File: src/rtl/core/pearson_correlation_stream_assert.svh
// assertion macros for the pearson correlation stream
`ifndef PEARSON_CORRELATION_STREAM_ASSERT_SVH
`define PEARSON_CORRELATION_STREAM_ASSERT_SVH

// same-cycle implication, checked outside reset
`define PCS_ASSERT_IMPL(lbl, ante, cons, msg) \
    lbl: assert property (@(posedge clk) disable iff (!rst_n) (ante) |-> (cons)) \
        else $error(msg);

// next-cycle implication, checked outside reset
`define PCS_ASSERT_NEXT(lbl, ante, cons, msg) \
    lbl: assert property (@(posedge clk) disable iff (!rst_n) (ante) |=> (cons)) \
        else $error(msg);

`endif

File: src/rtl/core/pcs_front.sv
// front end: takes sample beats, counts, squares and accumulates the five sums
module pcs_front #(
    parameter int MAX_SAMPLES  = 4096,
    parameter int SAMPLE_WIDTH = 16,
    parameter int CNT_W        = 13,
    parameter int SUM_W        = 29,
    parameter int SQ_W         = 45,
    parameter int REC_W        = 1
) (
    input  logic                           clk,
    input  logic                           rst_n,
    input  logic                           accept,
    input  logic signed [SAMPLE_WIDTH-1:0] x_sample,
    input  logic signed [SAMPLE_WIDTH-1:0] y_sample,
    input  logic                           last_sample,
    output logic                           rec_push,
    output logic [REC_W-1:0]               rec_data
);

    localparam int PROD_W = 2 * SAMPLE_WIDTH;

    logic [CNT_W-1:0] cnt_reg, cnt_next;
    logic             drop_reg, drop_next;
    logic             keep;
    logic [CNT_W-1:0] n_final;

    logic                           s1_valid_reg;
    logic signed [SAMPLE_WIDTH-1:0] s1_x_reg, s1_y_reg;
    logic signed [PROD_W-1:0]       s1_xy_reg, s1_xx_reg, s1_yy_reg;
    logic                           s1_keep_reg, s1_last_reg, s1_drop_reg;
    logic [CNT_W-1:0]               s1_n_reg;

    logic signed [SUM_W-1:0] sx_reg, sy_reg, sx_add, sy_add;
    logic signed [SQ_W-1:0]  sxy_reg, sxx_reg, syy_reg, sxy_add, sxx_add, syy_add;

    assign keep    = (cnt_reg != CNT_W'(MAX_SAMPLES));
    assign n_final = keep ? cnt_reg + 1'b1 : cnt_reg;

    always_comb
    begin
        cnt_next  = cnt_reg;
        drop_next = drop_reg;
        if (accept)
        begin
            if (last_sample)
            begin
                cnt_next  = '0;
                drop_next = 1'b0;
            end
            else
            begin
                cnt_next  = n_final;
                drop_next = drop_reg | !keep;
            end
        end
    end

    // stage two: fold the registered samples and products into the sums
    assign sx_add  = s1_keep_reg ? sx_reg + SUM_W'(s1_x_reg) : sx_reg;
    assign sy_add  = s1_keep_reg ? sy_reg + SUM_W'(s1_y_reg) : sy_reg;
    assign sxy_add = s1_keep_reg ? sxy_reg + SQ_W'(s1_xy_reg) : sxy_reg;
    assign sxx_add = s1_keep_reg ? sxx_reg + SQ_W'(s1_xx_reg) : sxx_reg;
    assign syy_add = s1_keep_reg ? syy_reg + SQ_W'(s1_yy_reg) : syy_reg;

    assign rec_push = s1_valid_reg && s1_last_reg;
    assign rec_data = {s1_drop_reg, s1_n_reg, sx_add, sy_add, sxy_add, sxx_add, syy_add};

    always_ff @(posedge clk or negedge rst_n)
    begin
        if (!rst_n)
        begin
            cnt_reg      <= '0;
            drop_reg     <= 1'b0;
            s1_valid_reg <= 1'b0;
            sx_reg       <= '0;
            sy_reg       <= '0;
            sxy_reg      <= '0;
            sxx_reg      <= '0;
            syy_reg      <= '0;
        end
        else
        begin
            cnt_reg      <= cnt_next;
            drop_reg     <= drop_next;
            s1_valid_reg <= accept;
            if (s1_valid_reg)
            begin
                if (s1_last_reg)
                begin
                    sx_reg  <= '0;
                    sy_reg  <= '0;
                    sxy_reg <= '0;
                    sxx_reg <= '0;
                    syy_reg <= '0;
                end
                else
                begin
                    sx_reg  <= sx_add;
                    sy_reg  <= sy_add;
                    sxy_reg <= sxy_add;
                    sxx_reg <= sxx_add;
                    syy_reg <= syy_add;
                end
            end
        end
    end

    always_ff @(posedge clk)
    begin
        if (accept)
        begin
            s1_x_reg    <= x_sample;
            s1_y_reg    <= y_sample;
            s1_xy_reg   <= x_sample * y_sample;
            s1_xx_reg   <= x_sample * x_sample;
            s1_yy_reg   <= y_sample * y_sample;
            s1_keep_reg <= keep;
            s1_last_reg <= last_sample;
            s1_n_reg    <= n_final;
            s1_drop_reg <= drop_reg | !keep;
        end
    end

endmodule

File: config.mk
export PLATFORM = sky130hd
export DESIGN_NAME = pcs_front
export DESIGN_NICKNAME = d
export VERILOG_FILES = /design/src/rtl/core/pearson_correlation_stream_assert.svh /design/src/rtl/core/pcs_front.sv
export SDC_FILE = /design/constraint.sdc
export NUM_CORES = 1
export LEC_CHECK = 0
export BUFFER_PORTS_ARGS = -buffer_cell sky130_fd_sc_hd__clkbuf_2
export CAP_MARGIN = 10
export CELL_PAD_IN_SITES_DETAIL_PLACEMENT = 1
export CELL_PAD_IN_SITES_GLOBAL_PLACEMENT = 2
export CORE_MARGIN = 5
export CORE_UTILIZATION = 29
export CTS_CLUSTER_SIZE = 20
export DETAILED_ROUTE_END_ITERATION = 8
export PLACE_DENSITY_LB_ADDON = 0.1
export SYNTH_ARGS = -nofsm -noshare
export SYNTH_HDL_FRONTEND = slang
export SYNTH_SLANG_ARGS = --single-unit
File: constraint.sdc
create_clock -name clk -period 2.5 [get_ports clk]
set_input_delay 0.25 -clock clk [delete_from_list [all_inputs] [get_ports clk]]
set_output_delay 0.25 -clock clk [all_outputs]
set_load 0.005 [all_outputs]
==> impl_metrics.json <==
{
  "antenna_cells": 0,
  "p_per_area_mw_per_mm2": 538,
  "max_slew_margin_pct": 71.4,
  "crit_path_top_delay_cell": "dfrtp_1",
  "synthDistinctLibCells": 35,
  "drive_gt1_share_pct": 10.5,
  "post_dp_cell_area_mm2": 0.00101,
  "fin_cells": 151,
  "avgSynthCellArea_um2": 9.71,
  "synth_top_area_cell": "dfrtp_1",
  "h-tree-depth": 1,
  "largest_reg_flops": 13,
  "synth.top_cell.area_share_pct": 38.7,
  "viasPerCell": 5.07,
  "clkPwrFrac_pct": 26.7,
  "finalSetupViolCount": 0,
  "worstSetupEndpointType": "flop",
  "final_cell_area_mm2": 0.00105,
  "grt_util_met1_pct": 15.1,
  "io_buffers": 6,
  "tightest_slew_ps": 429,
  "grt-ovfl-total": 0,
  "grt_usage_pct": 11.5,
  "fin_crit_ps": 1630,
  "dieArea_mm2": 0.00460,
  "path_max_fanout": 9,
  "cts_tree": "yes",
  "cp-start-kind": "flop",
  "ys_ff_latch": 18,
  "met2_usage_pct": 19.6,
  "post_cts_buffers": 0,
  "final.setup.tns_ps": 0,
  "ir_drop_v": 0.000165,
  "ys_warn_count": 0,
  "ys_seq_area_share_pct": 47.9,
  "dr.pass1.iters": 4,
  "drc_errors": 0,
  "crit_chain": "ha_1 > and3_1 > nand2_1 > o311ai_1 > o41ai_1",
  "cp.required_ps": 2670,
  "seqPwrFrac_pct": 60.3,
  "finalPower_mw": 0.565,
  "grt_pass1_vias": 844,
  "place.gp.congestion": 0.688,
  "grtUsageMet3_pct": 1.97,
  "wirelength_um": 2350,
  "insertion_delay_ps": 290,
  "cts_sinks": 18,
  "grt_busiest_layer": "met2",
  "max_clock_freq_mhz": 615,
  "die_h_um": 67.9,
  "p_sw_share_pct": 28.1,
  "cpLargestDelayFamily": "simple AND/OR/NAND/NOR gates",
  "finalCritPeriodShare_pct": 65.0,
  "dp_hpwl_um": 1580,
  "syn2layout_area_growth_pct": 8.25,
  "slew_violations": 0,
  "outcome": "finished clean",
  "nets": 144,
  "hp-class": "primary input to flop",
  "slowest_delay_ps": 400,
  "netSwitchingPower_mw": 0.159,
  "worst_r2r_startpoint": "cnt_reg[1]$_DFFE_PN0P_",
  "antenna_found_initial": 0,
  "grt_max_degree": 17,
  "dp.cells": 146,
  "grt_pass1_wl_um": 4010,
  "cts_buffers": 3,
  "hold_start": "y_sample[0]",
  "syn_area_um2": 971,
  "cts_root_buffer": "clkbuf_4",
  "cts_buffer_depth": 2,
  "drt_iter0_markers": 17,
  "clk_pin_slew_ps": 110,
  "num_rows": 21,
  "finalHoldViolations": 0,
  "fin_util_pct": 32.0,
  "p_int_mw": 0.407,
  "wire_per_inst_um": 15.5,
  "fin_skew_ps": 7.42,
  "critical_path_arrival_ps": 1800,
  "ios": 38,
  "p_comb_share_pct": 13.0,
  "cp.buffers_inverters": 0,
  "path_class": "flop to flop",
  "cap_violations": 0,
  "syn_inst": 100,
  "crit_path_start": "cnt_reg[1]$_DFFE_PN0P_",
  "core-area_mm2": 0.00328,
  "leakage_nw": 0.421,
  "drtAntennaViolNets": 0,
  "start_util_pct": 29.6,
  "die_w_um": 67.9,
  "rsz0062_at_grt": "no",
  "syn_nets": 138,
  "synth.top_cells.by_area": "dfrtp_1 (39%), edfxtp_1 (9.3%), o21ai_0 (6.7%)",
  "vias": 766
}
cells in the final DEF, fill, tap and decap left out, types with 2 or more instances in the layout:
cell	Yosys	routed
a31oi_1	5	5
nor2_1	2	2
nand2_1	13	13
nor4_1	2	2
dfrtp_1	15	15
ha_1	2	2
edfxtp_1	3	3
clkbuf_2	0	6
inv_1	4	4
o21ai_0	13	13
nand3_1	8	8
o31ai_1	4	4
clkbuf_4	1	3
and3_1	4	4
kinds of logic after synthesis:
group	count (synthesis)	share of synthesized area (%)
adder cells (fa/ha/maj)	2	2.58
AND/OR/NAND/NOR	40	23.3
multiplexers	1	1.03
buffers and inverters	10	6.06
AO/OA/AOI/OAI	28	18.2
flip-flops	18	47.9
XOR/XNOR	1	0.902
through the flow:
step | setup WS [ps] | hold WS, ps
after detailed placement | 876 | 210
after global placement | 913 | 208
final | 875 | 130
after floorplan | 1130 | -45.6
after CTS | 864 | 123
after global routing | 756 | 121
routing by layer:
layer / routed length, µm / share of wire [%]
met5: 0 / 0
met4: 15 / 0.64
met3: 36 / 1.5
met2: 1080 / 46
met1: 1210 / 52
power by group through the flow:
stage	Sequential (mW)	Combinational (mW)	Clock, mW
finish	0.341	0.0737	0.151
global route	0.345	0.0853	0.168
CTS	0.341	0.0759	0.161
detailed placement	0.347	0.0741	0
global placement	0.345	0.0725	0
floorplan	0.335	0.0562	0
timing repair:
action / in CTS / in global routing
hold endpoints to repair: 15 / 0
hold buffers: 1 / 0
resized for setup: 0 / 0
path summary, 6_finish.rpt:
kind,endpoint,slack [ps],cells past startpoint
setup reg to reg,cnt_reg[12]$_DFFE_PN0P_,870,5
setup / recovery,cnt_reg[12]$_DFFE_PN0P_,870,5
max in group asynchronous,cnt_reg[10]$_DFFE_PN0P_,1780,2
hold / removal,s1_yy_reg[0]$_DFFE_PP_,130,1
min in group asynchronous,syy_reg[0]$_DFFE_PN0P_,420,2
hold reg to reg,syy_reg[0]$_DFFE_PN0P_,480,1
Yosys cell counts:
| master | instances |
|---|---|
| a31oi_1 | 5 |
| and2_1 | 1 |
| and2b_1 | 1 |
| and3_1 | 4 |
| and4bb_2 | 1 |
| buf_2 | 2 |
| buf_6 | 2 |
| clkbuf_1 | 1 |
| clkbuf_4 | 1 |
| dfrtp_1 | 15 |
| edfxtp_1 | 3 |
| ha_1 | 2 |
| inv_1 | 4 |
| mux2i_1 | 1 |
| nand2_1 | 13 |
| nand2b_1 | 1 |
| nand3_1 | 8 |
| nand3_4 | 1 |
| nand3b_1 | 1 |
| nand4_1 | 1 |
| nand4b_1 | 1 |
| nor2_1 | 2 |
| nor2b_1 | 1 |
| nor4_1 | 2 |
| o211ai_1 | 1 |
| o21a_1 | 1 |
| o21ai_0 | 13 |
| o2bb2ai_1 | 1 |
| o311ai_0 | 1 |
| o311ai_1 | 1 |
| o31ai_1 | 4 |
| o41ai_1 | 1 |
| or3_1 | 1 |
| or4_1 | 1 |
| xnor2_1 | 1 |
layout make-up:
cell class	count	area [µm²]
clock buffers	3	22.5
flip-flops and latches	18	465
repair buffers	7	40.0
fillers	385	2230
inverters	4	15.0
well taps	46	57.6
clock inverters	1	3.75
multi-input cells	72	447
(Power assumes the default switching activity.)
