==> config.mk <==
export PLATFORM = sky130hd
export DESIGN_NAME = pcs_queue
export DESIGN_NICKNAME = d
export VERILOG_FILES = /design/src/rtl/core/pearson_correlation_stream_assert.svh /design/src/rtl/core/pcs_pkg.sv /design/src/rtl/core/pcs_queue.sv
export SDC_FILE = /design/constraint.sdc
export NUM_CORES = 1
export LEC_CHECK = 0
export BUFFER_PORTS_ARGS = -buffer_cell sky130_fd_sc_hd__buf_2
export CAP_MARGIN = 40
export CORE_MARGIN = 5
export CORE_UTILIZATION = 51
export CTS_BUF_LIST = sky130_fd_sc_hd__clkbuf_4 sky130_fd_sc_hd__clkbuf_8 sky130_fd_sc_hd__clkbuf_16
export CTS_CLUSTER_DIAMETER = 30
export DETAILED_ROUTE_END_ITERATION = 12
export GPL_ROUTABILITY_DRIVEN = 1
export GPL_TIMING_DRIVEN = 0
export PLACE_DENSITY = 0.74
export SLEW_MARGIN = 25
export SYNTH_ARGS = -nofsm -noshare
export SYNTH_HDL_FRONTEND = slang
export SYNTH_SLANG_ARGS = --single-unit
export TNS_END_PERCENT = 10
==> constraint.sdc <==
create_clock -name clk -period 2 [get_ports clk]
set_clock_uncertainty 0.05 [all_clocks]
set_input_delay 0.2 -clock clk [delete_from_list [all_inputs] [get_ports clk]]
set_output_delay 0.2 -clock clk [all_outputs]
set_load 0.02 [all_outputs]
==> src/rtl/core/pearson_correlation_stream_assert.svh <==
// assertion macros for the pearson correlation stream
`ifndef PEARSON_CORRELATION_STREAM_ASSERT_SVH
`define PEARSON_CORRELATION_STREAM_ASSERT_SVH

// same-cycle implication, checked outside reset
`define PCS_ASSERT_IMPL(lbl, ante, cons, msg) \
    lbl: assert property (@(posedge clk) disable iff (!rst_n) (ante) |-> (cons)) \
        else $error(msg);

// next-cycle implication, checked outside reset
`define PCS_ASSERT_NEXT(lbl, ante, cons, msg) \
    lbl: assert property (@(posedge clk) disable iff (!rst_n) (ante) |=> (cons)) \
        else $error(msg);

`endif

==> src/rtl/core/pcs_pkg.sv <==
// shared types and constants of the pearson correlation stream
package pcs_pkg;

    localparam int SAMPLE_W    = 16;
    localparam int CORR_W      = 16;
    localparam int USED_W      = 13;
    localparam int WIDE_W      = 64;
    localparam int QUEUE_DEPTH = 4;
    localparam int STATE_W     = 3;
    localparam int JOB_W       = 3;
    localparam int STEP_W      = 5;

    localparam logic [STATE_W-1:0] ST_IDLE = 3'd0;
    localparam logic [STATE_W-1:0] ST_MUL  = 3'd1;
    localparam logic [STATE_W-1:0] ST_DIV  = 3'd2;
    localparam logic [STATE_W-1:0] ST_SQRT = 3'd3;
    localparam logic [STATE_W-1:0] ST_DONE = 3'd4;

    localparam logic [JOB_W-1:0] JOB_N_XY  = 3'd0;
    localparam logic [JOB_W-1:0] JOB_X_Y   = 3'd1;
    localparam logic [JOB_W-1:0] JOB_N_XX  = 3'd2;
    localparam logic [JOB_W-1:0] JOB_X_X   = 3'd3;
    localparam logic [JOB_W-1:0] JOB_N_YY  = 3'd4;
    localparam logic [JOB_W-1:0] JOB_Y_Y   = 3'd5;
    localparam logic [JOB_W-1:0] JOB_MAG2  = 3'd6;
    localparam logic [JOB_W-1:0] JOB_VAR2  = 3'd7;

    localparam logic [STEP_W-1:0] MUL_LAST  = 5'd4;
    localparam logic [STEP_W-1:0] DIV_LAST  = 5'd31;
    localparam logic [STEP_W-1:0] SQRT_LAST = 5'd15;

    localparam logic [CORR_W-1:0] CORR_POS_MAX = 16'h7FFF;

    typedef struct packed {
        logic empty;
        logic nearly_full;
    } qstat_t;

endpackage

==> src/rtl/core/pcs_queue.sv <==
// series record queue between the accumulating front and the computing back
module pcs_queue #(
    parameter int W     = 8,
    parameter int DEPTH = 4
) (
    input  logic           clk,
    input  logic           rst_n,
    input  logic           push,
    input  logic [W-1:0]   push_data,
    input  logic           pop,
    output logic [W-1:0]   pop_data,
    output pcs_pkg::qstat_t stat
);

    localparam int PTR_W = $clog2(DEPTH);
    localparam int CNT_W = $clog2(DEPTH + 1);

    logic [W-1:0]     mem [DEPTH];
    logic [PTR_W-1:0] wr_ptr_reg, wr_ptr_next;
    logic [PTR_W-1:0] rd_ptr_reg, rd_ptr_next;
    logic [CNT_W-1:0] count_reg, count_next;
    logic [W-1:0]     pop_data_reg;
    logic             do_pop;

    assign do_pop = pop && (count_reg != '0);

    always_comb
    begin
        wr_ptr_next = wr_ptr_reg;
        rd_ptr_next = rd_ptr_reg;
        count_next  = count_reg;
        if (push)
        begin
            wr_ptr_next = (wr_ptr_reg == PTR_W'(DEPTH - 1)) ? '0 : wr_ptr_reg + 1'b1;
        end
        if (do_pop)
        begin
            rd_ptr_next = (rd_ptr_reg == PTR_W'(DEPTH - 1)) ? '0 : rd_ptr_reg + 1'b1;
        end
        if (push && !do_pop)
        begin
            count_next = count_reg + 1'b1;
        end
        else if (do_pop && !push)
        begin
            count_next = count_reg - 1'b1;
        end
    end

    always_ff @(posedge clk or negedge rst_n)
    begin
        if (!rst_n)
        begin
            wr_ptr_reg <= '0;
            rd_ptr_reg <= '0;
            count_reg  <= '0;
        end
        else
        begin
            wr_ptr_reg <= wr_ptr_next;
            rd_ptr_reg <= rd_ptr_next;
            count_reg  <= count_next;
        end
    end

    // popped record appears the cycle after the pop
    always_ff @(posedge clk)
    begin
        if (push)
        begin
            mem[wr_ptr_reg] <= push_data;
        end
        if (do_pop)
        begin
            pop_data_reg <= mem[rd_ptr_reg];
        end
    end

    assign pop_data         = pop_data_reg;
    assign stat.empty       = (count_reg == '0);
    assign stat.nearly_full = (count_reg >= CNT_W'(DEPTH - 1));

endmodule

==> summary.md <==
| Metric | Value |
|---|---|
| Met2 demand-to-capacity share in global routing | 20.88% |
| Core Box Area | 3416 sq um |
| Outcome | finished, final reports clean |
| Gate count after technology mapping | 88 |
| Count of unresolved DRC violations after routing | 0 |
| Leakage power summed over all cells | 0.8042 nW |
| Startpoint of the worst register-to-register path | count_reg[0] |
| Synthesized area per cell | 20.89 sq um |
| Number of global-route vias before repair | 927 |
| Mean number of vias per cell | 5.041 |
| Half-perimeter wire length after placement | 1.910 mm |
| Largest register FFs | 32 |
| Critical path's top delay family | adder cells |
| Final setup violating endpoints | 0 |
| Total buffers and inverters traversed by the critical path | 1 |
| Detail Route Antenna Nets | 0 |
| Pins over their slew limit | 0 |
| Register clock-pin slew on the reported worst setup and hold paths | 0.13 ns |
| Cell Count, Final, Fillers Out | 172 |
| Minimum clock period after layout | 1.912 ns |
| Fin crit share | 95.62% |
| Maximum resistive drop on vdd | 0.6529 mV |
| Die height | 70.03 um |
| Max Fanout on Critical Path | 4 |
| Yosys synthesis warning count | 0 |
| Area added between synthesis and finish | 16.68% |
| Root Buffer Master | clkbuf_4 |
| GRT Max-Usage Layer | met2 |
| Hold violation total from the final report | 0 |
| Startpoint kind of the worst setup timing path | register |
| Count of buffers inserted at the top-level ports | 21 |
| Summed area of non-filler cells in the final layout | 2145 sq um |
| Total negative slack for setup checks | 0 ns |
| Clock tree from TritonCTS | done |
| Final global-route overflow total | 0 |
| Nets@finish | 144 |
| I/O pins | 22 |
| Tightest Hold Check Type | in2reg |
| Clock latency on the worst-skew pair | 0.34 ns |
| Post-synthesis net count | 107 |
| Placed cell count | 155 |
| Inserted Clock Buffers | 5 |
| Number of antenna cells inserted | 0 |
| Power density of the placed cells | 1334 nW/um^2 |
| M1 GR Usage | 15.17% |
| Portion of the post-synthesis area used by sequential elements | 74.88% |
| Total number of clock tree sinks | 47 |
| Hold Startpoint | push_data[2] |
| Total iterations of the first detailed-routing run | 4 |
| Number of H-tree branching levels | 2 |
| Max_cap viols | 0 |
| Die Outline Area | 4904 sq um |
| Detailed-route wire length per cell | 16.38 um |
| Total detailed-routing wirelength | 2.818 mm |
| Number of core rows | 21 |
| Most common flop cell mapped by yosys | edfxtp_1 |
| Worst Path Class, Setup | reg2reg |
| Relative slew slack | 68.27% |
| Longest individual stage delay on the worst path | 0.47 ns |
| Routability congestion estimate | 0.6954 |
| Met3 routing resource usage after global routing | 3.874% |
| Largest net degree at the start of global routing | 15 |
| Share of layout cells above drive strength 1 | 42.86% |
| Max Buffers Root-to-Sink | 2 |
| Share of flip-flops with an asynchronous set or reset after synthesis | 14.89% |
| Fmax | 522.9 MHz |
| Total power consumption of the routed design | 2.862 mW |
| Number of flip-flops and latches in the synthesized netlist | 47 |
| Combined global-route utilization of all metal layers | 12.62% |
| Standard cell with the maximum stage delay on the critical path | dfrtp_2 |
| Cells along the critical path | o31ai_4, ha_2, inv_2, fa_2, xor2_1, nor2_1, xor2_1 |
| Launch point of the critical path | count_reg[0] |
| Number of DRC violations after detailed-routing iteration 0 | 53 |
| Mapped cell area | 1838 sq um |
| Worst Setup End Kind | register |
| Wire length of the first global-routing pass | 4.643 mm |
| Initial antenna violation count | 0 |
| Setup repair after global routing missed its margin | true |
| Die span in x | 70.03 um |
| Required time worst endpoint | 2.22 ns |
| Routed via count | 867 |
| Actual slew at the worst max-slew pin | 0.4759 ns |
| Library cell appearing most often on the critical path | xor2_1 |
| EDFF count, synth | 40 |
| Starting density of the core | 53.81% |
| Data arrival time of the critical path | 2.13 ns |
| Placement Cell Area | 2001 sq um |
| Number of library cell types mapped by synthesis | 20 |
-- cell usage after synthesis, drive strengths merged (4+ instances only) --
| cell type | count | share of area, % |
|---|---|---|
| dfrtp | 7 | 9.5 |
| ha | 6 | 4.1 |
| and2 | 4 | 1.4 |
| edfxtp | 40 | 65 |
| mux4 | 8 | 10 |
| inv | 4 | 0.82 |
-- layer usage --
layer | up-vias | wire length (um)
met5 | - | 0
met4 | 0 | 51
met3 | 5 | 124
met2 | 17 | 1452
met1 | 432 | 1189
li1 | 413 | -
-- cell families (layout without fill, tap and decap cells) --
| group | count (synthesis) | count (layout) | share of synthesized area [%] |
|---|---|---|---|
| fa+ha+maj | 7 | 7 | 5.174 |
| compound gates | 5 | 5 | 2.655 |
| flops | 47 | 47 | 74.88 |
| xor+xnor | 3 | 3 | 1.430 |
| mux | 10 | 10 | 11.44 |
| simple gates | 10 | 10 | 2.723 |
| buf+inv | 6 | 44 | 1.701 |
-- through the flow --
stage               hold WS, ns  utilization [%]  setup WS (ns)
floorplan               -0.1456                -        0.06698
global placement       -0.01174            58.57       -0.02584
detailed placement    -0.003177            58.57        -0.1340
CTS                    0.003853            61.10       0.008230
global route           0.002183            62.78       -0.03041
finish                  0.01764            62.78        0.08765
-- worst reg2reg max path, stage by stage (launching register included) --
cell and delay, ns:
dfrtp_2 0.47, o31ai_4 0.29, ha_2 0.24, inv_2 0.04, fa_2 0.33, xor2_1 0.14, nor2_1 0.13, xor2_1 0.15
-- timing repair --
action,CTS,global route
endpoints found under the hold margin,9,6
setup buffers,1,4
pin swaps,1,4
hold buffers,2,2
resized for setup,1,5
setup endpoints to repair,2,1
-- layout make-up --
| type | instances | area, sq um |
|---|---|---|
| Buffer | 2 | 16.27 |
| Multi-Input combinational cell | 35 | 435.4 |
| Sequential cell | 47 | 1380 |
| Inverter | 4 | 15.01 |
| Fill cell | 250 | 1271 |
| Timing Repair Buffer | 30 | 182.7 |
| Clock inverter | 2 | 12.51 |
| Clock buffer | 6 | 45.04 |
| Tap cell | 46 | 57.56 |
-- cells in the final DEF (no fill, tap or decap) --
| master | count |
|---|---|
| clkinv_2 | 1 |
| clkbuf_2 | 1 |
| fa_2 | 1 |
| and2_1 | 4 |
| nor2_1 | 2 |
| nand2_1 | 2 |
| o21ai_0 | 2 |
| clkbuf_4 | 6 |
| xnor2_1 | 1 |
| dlygate4sd3_1 | 4 |
| dfrtp_1 | 4 |
| xor2_1 | 2 |
| inv_2 | 1 |
| buf_4 | 5 |
| buf_2 | 21 |
| nor3_1 | 2 |
| mux4_2 | 7 |
| buf_6 | 1 |
| mux4_1 | 1 |
| ha_1 | 5 |
| clkinvlp_4 | 1 |
| mux2_4 | 1 |
| edfxtp_1 | 40 |
| dfrtp_2 | 3 |
| o31ai_4 | 1 |
| ha_2 | 1 |
| a21o_2 | 2 |
| inv_1 | 3 |
| mux2_2 | 1 |
-- where the power goes --
group          internal [mW]  switching [mW]
combinational          0.463           0.480
sequential              1.36           0.126
clock                  0.150           0.280
total                   1.98           0.886
-- worst paths after layout --
kind | slack (ns) | cells after the start | to
max | 0.09 | 7 | count_reg[2]
min | 0.02 | 1 | mem[3][2]
min reg2reg | 0.50 | 1 | count_reg[2]
max in group asynchronous | 1.58 | 2 | count_reg[0]
min in group asynchronous | 0.15 | 2 | count_reg[1]
max reg2reg | 0.09 | 7 | count_reg[2]
Power figures use the tool's default switching activity.
