**config.mk**
```make
export PLATFORM = sky130hd
export DESIGN_NAME = pcs_back
export DESIGN_NICKNAME = d
export VERILOG_FILES = /design/src/rtl/core/pearson_correlation_stream_assert.svh /design/src/rtl/core/pcs_pkg.sv /design/src/rtl/core/pcs_back.sv
export SDC_FILE = /design/constraint.sdc
export NUM_CORES = 2
export LEC_CHECK = 0
export BUFFER_PORTS_ARGS = -buffer_cell sky130_fd_sc_hd__buf_2
export CORE_AREA = 3 3 621 623
export DETAILED_ROUTE_END_ITERATION = 8
export DIE_AREA = 0 0 624 626
export SETUP_SLACK_MARGIN = 0.05
export SLEW_MARGIN = 20
export SYNTH_ARGS = -nofsm -noshare
export SYNTH_HDL_FRONTEND = slang
export SYNTH_SLANG_ARGS = --single-unit
```
**constraint.sdc**
```tcl
create_clock -name clk -period 16.6 [get_ports clk]
set_clock_uncertainty 0.1 [all_clocks]
set_input_delay 1.66 -clock clk [delete_from_list [all_inputs] [get_ports clk]]
set_output_delay 1.66 -clock clk [all_outputs]
set_load 0.02 [all_outputs]
```
**src/rtl/core/pearson_correlation_stream_assert.svh**
```systemverilog
// assertion macros for the pearson correlation stream
`ifndef PEARSON_CORRELATION_STREAM_ASSERT_SVH
`define PEARSON_CORRELATION_STREAM_ASSERT_SVH

// same-cycle implication, checked outside reset
`define PCS_ASSERT_IMPL(lbl, ante, cons, msg) \
    lbl: assert property (@(posedge clk) disable iff (!rst_n) (ante) |-> (cons)) \
        else $error(msg);

// next-cycle implication, checked outside reset
`define PCS_ASSERT_NEXT(lbl, ante, cons, msg) \
    lbl: assert property (@(posedge clk) disable iff (!rst_n) (ante) |=> (cons)) \
        else $error(msg);

`endif

```
**src/rtl/core/pcs_pkg.sv**
```systemverilog
// shared types and constants of the pearson correlation stream
package pcs_pkg;

    localparam int SAMPLE_W    = 16;
    localparam int CORR_W      = 16;
    localparam int USED_W      = 13;
    localparam int WIDE_W      = 64;
    localparam int QUEUE_DEPTH = 4;
    localparam int STATE_W     = 3;
    localparam int JOB_W       = 3;
    localparam int STEP_W      = 5;

    localparam logic [STATE_W-1:0] ST_IDLE = 3'd0;
    localparam logic [STATE_W-1:0] ST_MUL  = 3'd1;
    localparam logic [STATE_W-1:0] ST_DIV  = 3'd2;
    localparam logic [STATE_W-1:0] ST_SQRT = 3'd3;
    localparam logic [STATE_W-1:0] ST_DONE = 3'd4;

    localparam logic [JOB_W-1:0] JOB_N_XY  = 3'd0;
    localparam logic [JOB_W-1:0] JOB_X_Y   = 3'd1;
    localparam logic [JOB_W-1:0] JOB_N_XX  = 3'd2;
    localparam logic [JOB_W-1:0] JOB_X_X   = 3'd3;
    localparam logic [JOB_W-1:0] JOB_N_YY  = 3'd4;
    localparam logic [JOB_W-1:0] JOB_Y_Y   = 3'd5;
    localparam logic [JOB_W-1:0] JOB_MAG2  = 3'd6;
    localparam logic [JOB_W-1:0] JOB_VAR2  = 3'd7;

    localparam logic [STEP_W-1:0] MUL_LAST  = 5'd4;
    localparam logic [STEP_W-1:0] DIV_LAST  = 5'd31;
    localparam logic [STEP_W-1:0] SQRT_LAST = 5'd15;

    localparam logic [CORR_W-1:0] CORR_POS_MAX = 16'h7FFF;

    typedef struct packed {
        logic empty;
        logic nearly_full;
    } qstat_t;

endpackage

```
**src/rtl/core/pcs_back.sv**
```systemverilog
// back end: covariance terms, exact rounded ratio by divide and root, result register
module pcs_back #(
    parameter int CNT_W = 13,
    parameter int SUM_W = 29,
    parameter int SQ_W  = 45,
    parameter int REC_W = 1
) (
    input  logic                       clk,
    input  logic                       rst_n,
    input  pcs_pkg::qstat_t            qstat,
    input  logic [REC_W-1:0]           rec_data,
    output logic                       rec_pop,
    input  logic                       pop,
    output logic                       empty,
    output logic signed [pcs_pkg::CORR_W-1:0] correlation,
    output logic                       zero_spread,
    output logic                       overflowed,
    output logic [pcs_pkg::USED_W-1:0] samples_used
);

    localparam int W   = pcs_pkg::WIDE_W;
    localparam int W2  = 2 * pcs_pkg::WIDE_W;
    localparam int OFF_SYY = 0;
    localparam int OFF_SXX = OFF_SYY + SQ_W;
    localparam int OFF_SXY = OFF_SXX + SQ_W;
    localparam int OFF_SY  = OFF_SXY + SQ_W;
    localparam int OFF_SX  = OFF_SY + SUM_W;
    localparam int OFF_N   = OFF_SX + SUM_W;
    localparam int OFF_DRP = OFF_N + CNT_W;

    logic [pcs_pkg::STATE_W-1:0] state_reg, state_next;
    logic [pcs_pkg::JOB_W-1:0]   job_reg, job_next;
    logic [pcs_pkg::STEP_W-1:0]  step_reg, step_next;
    logic                        out_valid_reg, out_valid_next;
    logic                        ld_reg;
    logic                        load_out;
    logic                        pop_ok;

    logic [W-1:0]  n_reg, sx_reg, sy_reg, sxy_reg, sxx_reg, syy_reg;
    logic          drop_reg;
    logic [W-1:0]  t_reg, num_reg, va_reg, vb_reg;
    logic [W2-1:0] m2_reg, p_reg, rem_reg, acc_reg;
    logic [W-1:0]  mul_reg;
    logic [1:0]    mul_part_reg;
    logic [31:0]   q_reg;
    logic [16:0]   srem_reg;
    logic [15:0]   root_reg;
    logic          zs_reg;

    logic [W-1:0]  op_a, op_b, mag, low, diff;
    logic [31:0]   a_part, b_part;
    logic [1:0]    part;
    logic [W2-1:0] shifted, acc_new;
    logic [W2:0]   div_r2;
    logic          div_ge;
    logic [18:0]   sq_sh, sq_trial;
    logic          sq_ge;
    logic [16:0]   k_val;
    logic [pcs_pkg::CORR_W-1:0] corr_calc;

    logic signed [pcs_pkg::CORR_W-1:0] corr_out_reg;
    logic                              zs_out_reg, drop_out_reg;
    logic [pcs_pkg::USED_W-1:0]        used_out_reg;

    assign pop_ok   = pop && out_valid_reg;
    assign load_out = (state_reg == pcs_pkg::ST_DONE) && (!out_valid_reg || pop);
    assign rec_pop  = (state_reg == pcs_pkg::ST_IDLE) && !qstat.empty;

    assign mag  = num_reg[W-1] ? (~num_reg + 1'b1) : num_reg;
    assign part = step_reg[1:0];

    always_comb
    begin
        unique case (job_reg)
            pcs_pkg::JOB_N_XY: begin op_a = n_reg;   op_b = sxy_reg; end
            pcs_pkg::JOB_X_Y:  begin op_a = sx_reg;  op_b = sy_reg;  end
            pcs_pkg::JOB_N_XX: begin op_a = n_reg;   op_b = sxx_reg; end
            pcs_pkg::JOB_X_X:  begin op_a = sx_reg;  op_b = sx_reg;  end
            pcs_pkg::JOB_N_YY: begin op_a = n_reg;   op_b = syy_reg; end
            pcs_pkg::JOB_Y_Y:  begin op_a = sy_reg;  op_b = sy_reg;  end
            pcs_pkg::JOB_MAG2: begin op_a = mag;     op_b = mag;     end
            pcs_pkg::JOB_VAR2: begin op_a = va_reg;  op_b = vb_reg;  end
            default:           begin op_a = '0;      op_b = '0;      end
        endcase
    end

    assign a_part = part[1] ? op_a[63:32] : op_a[31:0];
    assign b_part = part[0] ? op_b[63:32] : op_b[31:0];

    always_comb
    begin
        unique case (mul_part_reg)
            2'd0:    shifted = {64'd0, mul_reg};
            2'd1:    shifted = {32'd0, mul_reg, 32'd0};
            2'd2:    shifted = {32'd0, mul_reg, 32'd0};
            default: shifted = {mul_reg, 64'd0};
        endcase
    end

    assign acc_new = (step_reg == '0) ? '0 : acc_reg + shifted;
    assign low     = acc_new[W-1:0];
    assign diff    = t_reg - low;

    // one quotient bit of (mag^2 * 2^32) / (va * vb)
    assign div_r2 = {rem_reg, 1'b0};
    assign div_ge = (div_r2 >= {1'b0, p_reg});

    // one root bit of the quotient
    assign sq_sh    = {srem_reg, q_reg[31:30]};
    assign sq_trial = {1'b0, root_reg, 2'b01};
    assign sq_ge    = (sq_sh >= sq_trial);

    assign k_val = ({1'b0, root_reg} + 17'd1) >> 1;

    always_comb
    begin
        if (zs_reg)
        begin
            corr_calc = '0;
        end
        else if (num_reg[W-1])
        begin
            corr_calc = 16'(17'd0 - k_val);
        end
        else if (k_val > 17'(pcs_pkg::CORR_POS_MAX))
        begin
            corr_calc = pcs_pkg::CORR_POS_MAX;
        end
        else
        begin
            corr_calc = k_val[15:0];
        end
    end

    always_comb
    begin
        state_next     = state_reg;
        job_next       = job_reg;
        step_next      = step_reg;
        out_valid_next = out_valid_reg;
        if (pop_ok)
        begin
            out_valid_next = 1'b0;
        end
        unique case (state_reg)
            pcs_pkg::ST_IDLE:
            begin
                if (!qstat.empty)
                begin
                    state_next = pcs_pkg::ST_MUL;
                    job_next   = pcs_pkg::JOB_N_XY;
                    step_next  = '0;
                end
            end
            pcs_pkg::ST_MUL:
            begin
                // first cycle waits for the popped record to land
                if (ld_reg)
                begin
                    step_next = step_reg;
                end
                else if (step_reg == pcs_pkg::MUL_LAST)
                begin
                    step_next = '0;
                    job_next  = job_reg + 1'b1;
                    if (job_reg == pcs_pkg::JOB_Y_Y)
                    begin
                        if ($signed(va_reg) <= 0 || $signed(diff) <= 0)
                        begin
                            state_next = pcs_pkg::ST_DONE;
                        end
                    end
                    else if (job_reg == pcs_pkg::JOB_VAR2)
                    begin
                        state_next = (m2_reg >= acc_new) ? pcs_pkg::ST_SQRT : pcs_pkg::ST_DIV;
                    end
                end
                else
                begin
                    step_next = step_reg + 1'b1;
                end
            end
            pcs_pkg::ST_DIV:
            begin
                step_next = step_reg + 1'b1;
                if (step_reg == pcs_pkg::DIV_LAST)
                begin
                    state_next = pcs_pkg::ST_SQRT;
                    step_next  = '0;
                end
            end
            pcs_pkg::ST_SQRT:
            begin
                step_next = step_reg + 1'b1;
                if (step_reg == pcs_pkg::SQRT_LAST)
                begin
                    state_next = pcs_pkg::ST_DONE;
                    step_next  = '0;
                end
            end
            pcs_pkg::ST_DONE:
            begin
                if (load_out)
                begin
                    state_next     = pcs_pkg::ST_IDLE;
                    out_valid_next = 1'b1;
                end
            end
            default:
            begin
                state_next = pcs_pkg::ST_IDLE;
            end
        endcase
    end

    always_ff @(posedge clk or negedge rst_n)
    begin
        if (!rst_n)
        begin
            state_reg     <= pcs_pkg::ST_IDLE;
            job_reg       <= pcs_pkg::JOB_N_XY;
            step_reg      <= '0;
            out_valid_reg <= 1'b0;
            ld_reg        <= 1'b0;
        end
        else
        begin
            state_reg     <= state_next;
            job_reg       <= job_next;
            step_reg      <= step_next;
            out_valid_reg <= out_valid_next;
            ld_reg        <= rec_pop;
        end
    end

    always_ff @(posedge clk)
    begin
        if (ld_reg)
        begin
            n_reg    <= W'(rec_data[OFF_N +: CNT_W]);
            sx_reg   <= W'(signed'(rec_data[OFF_SX +: SUM_W]));
            sy_reg   <= W'(signed'(rec_data[OFF_SY +: SUM_W]));
            sxy_reg  <= W'(signed'(rec_data[OFF_SXY +: SQ_W]));
            sxx_reg  <= W'(signed'(rec_data[OFF_SXX +: SQ_W]));
            syy_reg  <= W'(signed'(rec_data[OFF_SYY +: SQ_W]));
            drop_reg <= rec_data[OFF_DRP];
        end
        if (state_reg == pcs_pkg::ST_MUL)
        begin
            if (step_reg != pcs_pkg::MUL_LAST)
            begin
                mul_reg      <= a_part * b_part;
                mul_part_reg <= part;
            end
            acc_reg <= acc_new;
            if (step_reg == pcs_pkg::MUL_LAST)
            begin
                unique case (job_reg)
                    pcs_pkg::JOB_N_XY: t_reg   <= low;
                    pcs_pkg::JOB_X_Y:  num_reg <= diff;
                    pcs_pkg::JOB_N_XX: t_reg   <= low;
                    pcs_pkg::JOB_X_X:  va_reg  <= diff;
                    pcs_pkg::JOB_N_YY: t_reg   <= low;
                    pcs_pkg::JOB_Y_Y:
                    begin
                        vb_reg <= diff;
                        zs_reg <= ($signed(va_reg) <= 0 || $signed(diff) <= 0);
                    end
                    pcs_pkg::JOB_MAG2: m2_reg  <= acc_new;
                    default:
                    begin
                        p_reg    <= acc_new;
                        rem_reg  <= m2_reg;
                        q_reg    <= (m2_reg >= acc_new) ? '1 : '0;
                        srem_reg <= '0;
                        root_reg <= '0;
                    end
                endcase
            end
        end
        if (state_reg == pcs_pkg::ST_DIV)
        begin
            rem_reg <= div_ge ? W2'(div_r2 - {1'b0, p_reg}) : div_r2[W2-1:0];
            q_reg   <= {q_reg[30:0], div_ge};
        end
        if (state_reg == pcs_pkg::ST_SQRT)
        begin
            srem_reg <= sq_ge ? 17'(sq_sh - sq_trial) : sq_sh[16:0];
            root_reg <= {root_reg[14:0], sq_ge};
            q_reg    <= {q_reg[29:0], 2'b00};
        end
        if (load_out)
        begin
            corr_out_reg <= corr_calc;
            zs_out_reg   <= zs_reg;
            drop_out_reg <= drop_reg;
            used_out_reg <= pcs_pkg::USED_W'(n_reg);
        end
    end

    assign empty        = !out_valid_reg;
    assign correlation  = corr_out_reg;
    assign zero_spread  = zs_out_reg;
    assign overflowed   = drop_out_reg;
    assign samples_used = used_out_reg;

endmodule
```
==> flow_summary_export.csv <==
group,metric,value,unit
worst_setup_path,rr_startpoint,"num_reg[7]",
worst_setup_path,critPathArrivalTime,15.32,ns
power,power_switching,10.2,mW
finish,drive_gt1_share,5.16,%
drt,antenna_left,0,
yosys,synth_cell_types,87,
clock_network,clk_pin_slew,0.07,ns
clock_network,clock-sinks,931,
timing,hold_violations,0,
drt,drt-vias-per-instance,4.94,
grt,antenna_found_initial,10,
drt,drc,0,
worst_setup_path,cpMaxStageDelayCell,"a211oi_2",
timing,max_freq,66.9,MHz
worst_setup_path,regToRegSetupSlack,1.64,ns
timing,setup_tns,0,ns
power,pwr-share-clk,12.0,%
worst_setup_path,reg2reg_to,"mul_reg[60]",
drt,routed_wl,318,mm
timing,worst_pin_slew,1.18,ns
grt,grt_pass1_vias,73800,
grt,grt_overflow,0,
die,die-area,0.391,mm2
worst_setup_path,startpoint_type,"flip-flop",
drt,drt_iter0_drc,6659,
grt,grt_max_degree,173,
yosys,post_synth.cell_area_avg,9.22,um2
yosys,ys.flop_type,"edfxtp_1",
worst_setup_path,endpoint_kind,"flip-flop",
place,gp_congestion,0.987,
timing,final-setup-viol-count,0,
finish,area_delta_synth_final,10.2,%
clock_network,clk_latency,0.77,ns
hold_path,holdPathStages,2,
timing,finalCriticalPeriod,14.96,ns
timing,holdWs,0.410,ns
yosys,synth_top_cell_by_area,"edfxtp_1",
die,rows,227,
run_status,status,"complete, no violations",
clock_network,postCtsHoldBufs,0,
die,fp.dieH,626,um
place,dp_hpwl,250,mm
clock_network,numCtsBuffers,99,
power,p_int,9.57,mW
hold_path,hold_end,"q_reg[0]",
yosys,async_flop_share,1.40,%
worst_setup_path,cp.required,16.96,ns
timing,rsz0062_at_grt,"false",
die,start_util,24.9,%
power,p_leak,44.4,nW
worst_setup_path,path_common_cell,"fa_1",
yosys,ys_ff_latch,931,
yosys,synth_edf_count,916,
grt,grt_usage,15.9,%
yosys,synth_area,0.0949,mm2
drt,vias,75100,
worst_setup_path,reg2reg_depth,40,
grt,grt_pass1_wl,474,mm
power,combPwrFrac,63.8,%
finish,fin_nets,11700,
grt,grtUsageMet2,25.0,%
finish,multiInputGateArea,0.0603,mm2
timing,drv_slew,0,
clock_network,ctsResizeCount,0,
die,die_x,624,um
job,cap_violations,0,
yosys,synth_top_area_share,29.0,%
yosys,netlist_instances,10300,
timing,post-route-period-util,90.1,%
yosys,seq_area_frac_synth,29.4,%
worst_setup_path,slowest_delay,0.98,ns
die,coreArea,0.381,mm2
clock_network,cts-root-buf,"clkbuf_16",
grt,grt_util_met3,2.32,%
clock_network,cts_tree,"yes",
worst_setup_path,path_class,"reg2reg",
die,design.portCount,39,
timing,slew_headroom,20.9,%
power,p_per_area,189,mW/mm2
power,vdd_drop_max,0.237,mV
yosys,yosysWarnings,0,
drt,first_pass_iters,7,
clock_network,cts_setup_buffers,0,
hold_path,min_from,"q_reg[0]",
drt,wl_per_cell,20.9,um
power,p_seq_share,24.2,%
place,portBuffers,23,
finish,fillers,40400,
clock_network,cts_max_path_buffers,3,
clock_network,htreeDepth,3,
hold_path,min_path_type,"reg2reg",
worst_setup_path,cp_max_fo,7,
grt,use_met1,21.5,%
yosys,ys_top_cells_by_area,"edfxtp_1 (29%), fa_1 (19%), ha_1 (9.8%)",
finish,regArea,0.0279,mm2
power,p_sw_share,51.6,%
grt,busiest_layer,"met2",
[power groups by stage]
stage,clock network [mW],registers [mW],logic (mW)
after global placement,0,4.81,12.3
after global routing,2.50,4.82,13.7
after CTS,2.42,4.78,12.5
after floorplan,0,4.55,8.17
after detailed placement,0,4.82,12.3
final,2.38,4.79,12.6
[how the worst max path moves through the flow]
stage                from          end  slack, ns
3_3_place_gp   num_reg[7]  mul_reg[60]       1.79
4_1_cts        num_reg[7]  mul_reg[60]       1.68
3_5_place_dp   num_reg[7]  mul_reg[60]       1.79
6_report       num_reg[7]  mul_reg[60]       1.64
2_1_floorplan  num_reg[7]  mul_reg[60]       3.89
5_1_grt        num_reg[7]  mul_reg[60]       1.11
[synth_stat cells, types with 174 or more instances]
cell type     n
inv_1      1381
nand2_1    1169
nor2_1     1063
edfxtp_1    916
fa_1        899
ha_1        744
a21oi_1     683
o21ai_0     517
clkbuf_1    452
xnor2_1     288
a21o_1      260
xor2_1      174
[through the flow]
stage	power (mW)	cell area, um2	setup WS [ns]	utilization (%)	cells
after floorplan	12.7	94900	3.89	-	10300
after global placement	17.1	101000	1.79	26.5	15000
after detailed placement	17.2	101000	1.79	26.5	15000
after CTS	19.7	104000	1.68	27.4	15200
after global routing	21.1	104000	1.11	27.4	15200
final	19.8	105000	1.64	27.4	15200
[logic make-up (layout without fill, tap and decap cells)]
group           Yosys count  count (layout)  synth area share [%]
compound gates         2138            2138                  14.2
simple gates           3114            3114                  14.6
fa+ha+maj              1643            1643                  28.8
mux                     103             103                  1.12
xor+xnor                462             462                  4.26
flops                   931             931                  29.4
buf+inv                1899            1751                  7.62
other cells               1              26               0.00395
[layout make-up]
class / instances / area share (%)
Multi-Input combinational cell: 7474 / 57.7
Sequential cell: 931 / 26.7
Timing Repair Buffer: 187 / 1.30
Clock buffer: 109 / 2.41
Tap cell: 5038 / 6.03
Inverter: 1381 / 4.96
Antenna cell: 12 / 0.0287
Clock inverter: 74 / 0.867
[metal layers]
| metal | vias up | wire, um |
|---|---|---|
| met4 | 4 | 16100 |
| met1 | 37300 | 137000 |
| met3 | 572 | 23900 |
| met2 | 2955 | 141000 |
| li1 | 34300 | - |
| met5 | - | 33 |
[worst max-delay path, delay by kind of cell, from the launching register on]
| family | cells | cell delay, ns |
|---|---|---|
| compound gates | 9 | 3.03 |
| xor+xnor | 2 | 0.29 |
| fa+ha+maj | 9 | 4.55 |
| buf+inv | 5 | 0.53 |
| flops | 1 | 0.45 |
| simple gates | 15 | 5.67 |
[cell usage in the layout, fill, tap and decap left out, types with 171 or more instances in the layout]
cell type,netlist,layout
inv_1,1381,1379
nand2_1,1169,1166
nor2_1,1063,1058
edfxtp_1,916,916
fa_1,899,899
ha_1,744,742
a21oi_1,683,683
o21ai_0,517,515
xnor2_1,288,288
a21o_1,260,260
xor2_1,174,174
nand4_1,171,171
Power figures use the tool's default switching activity.
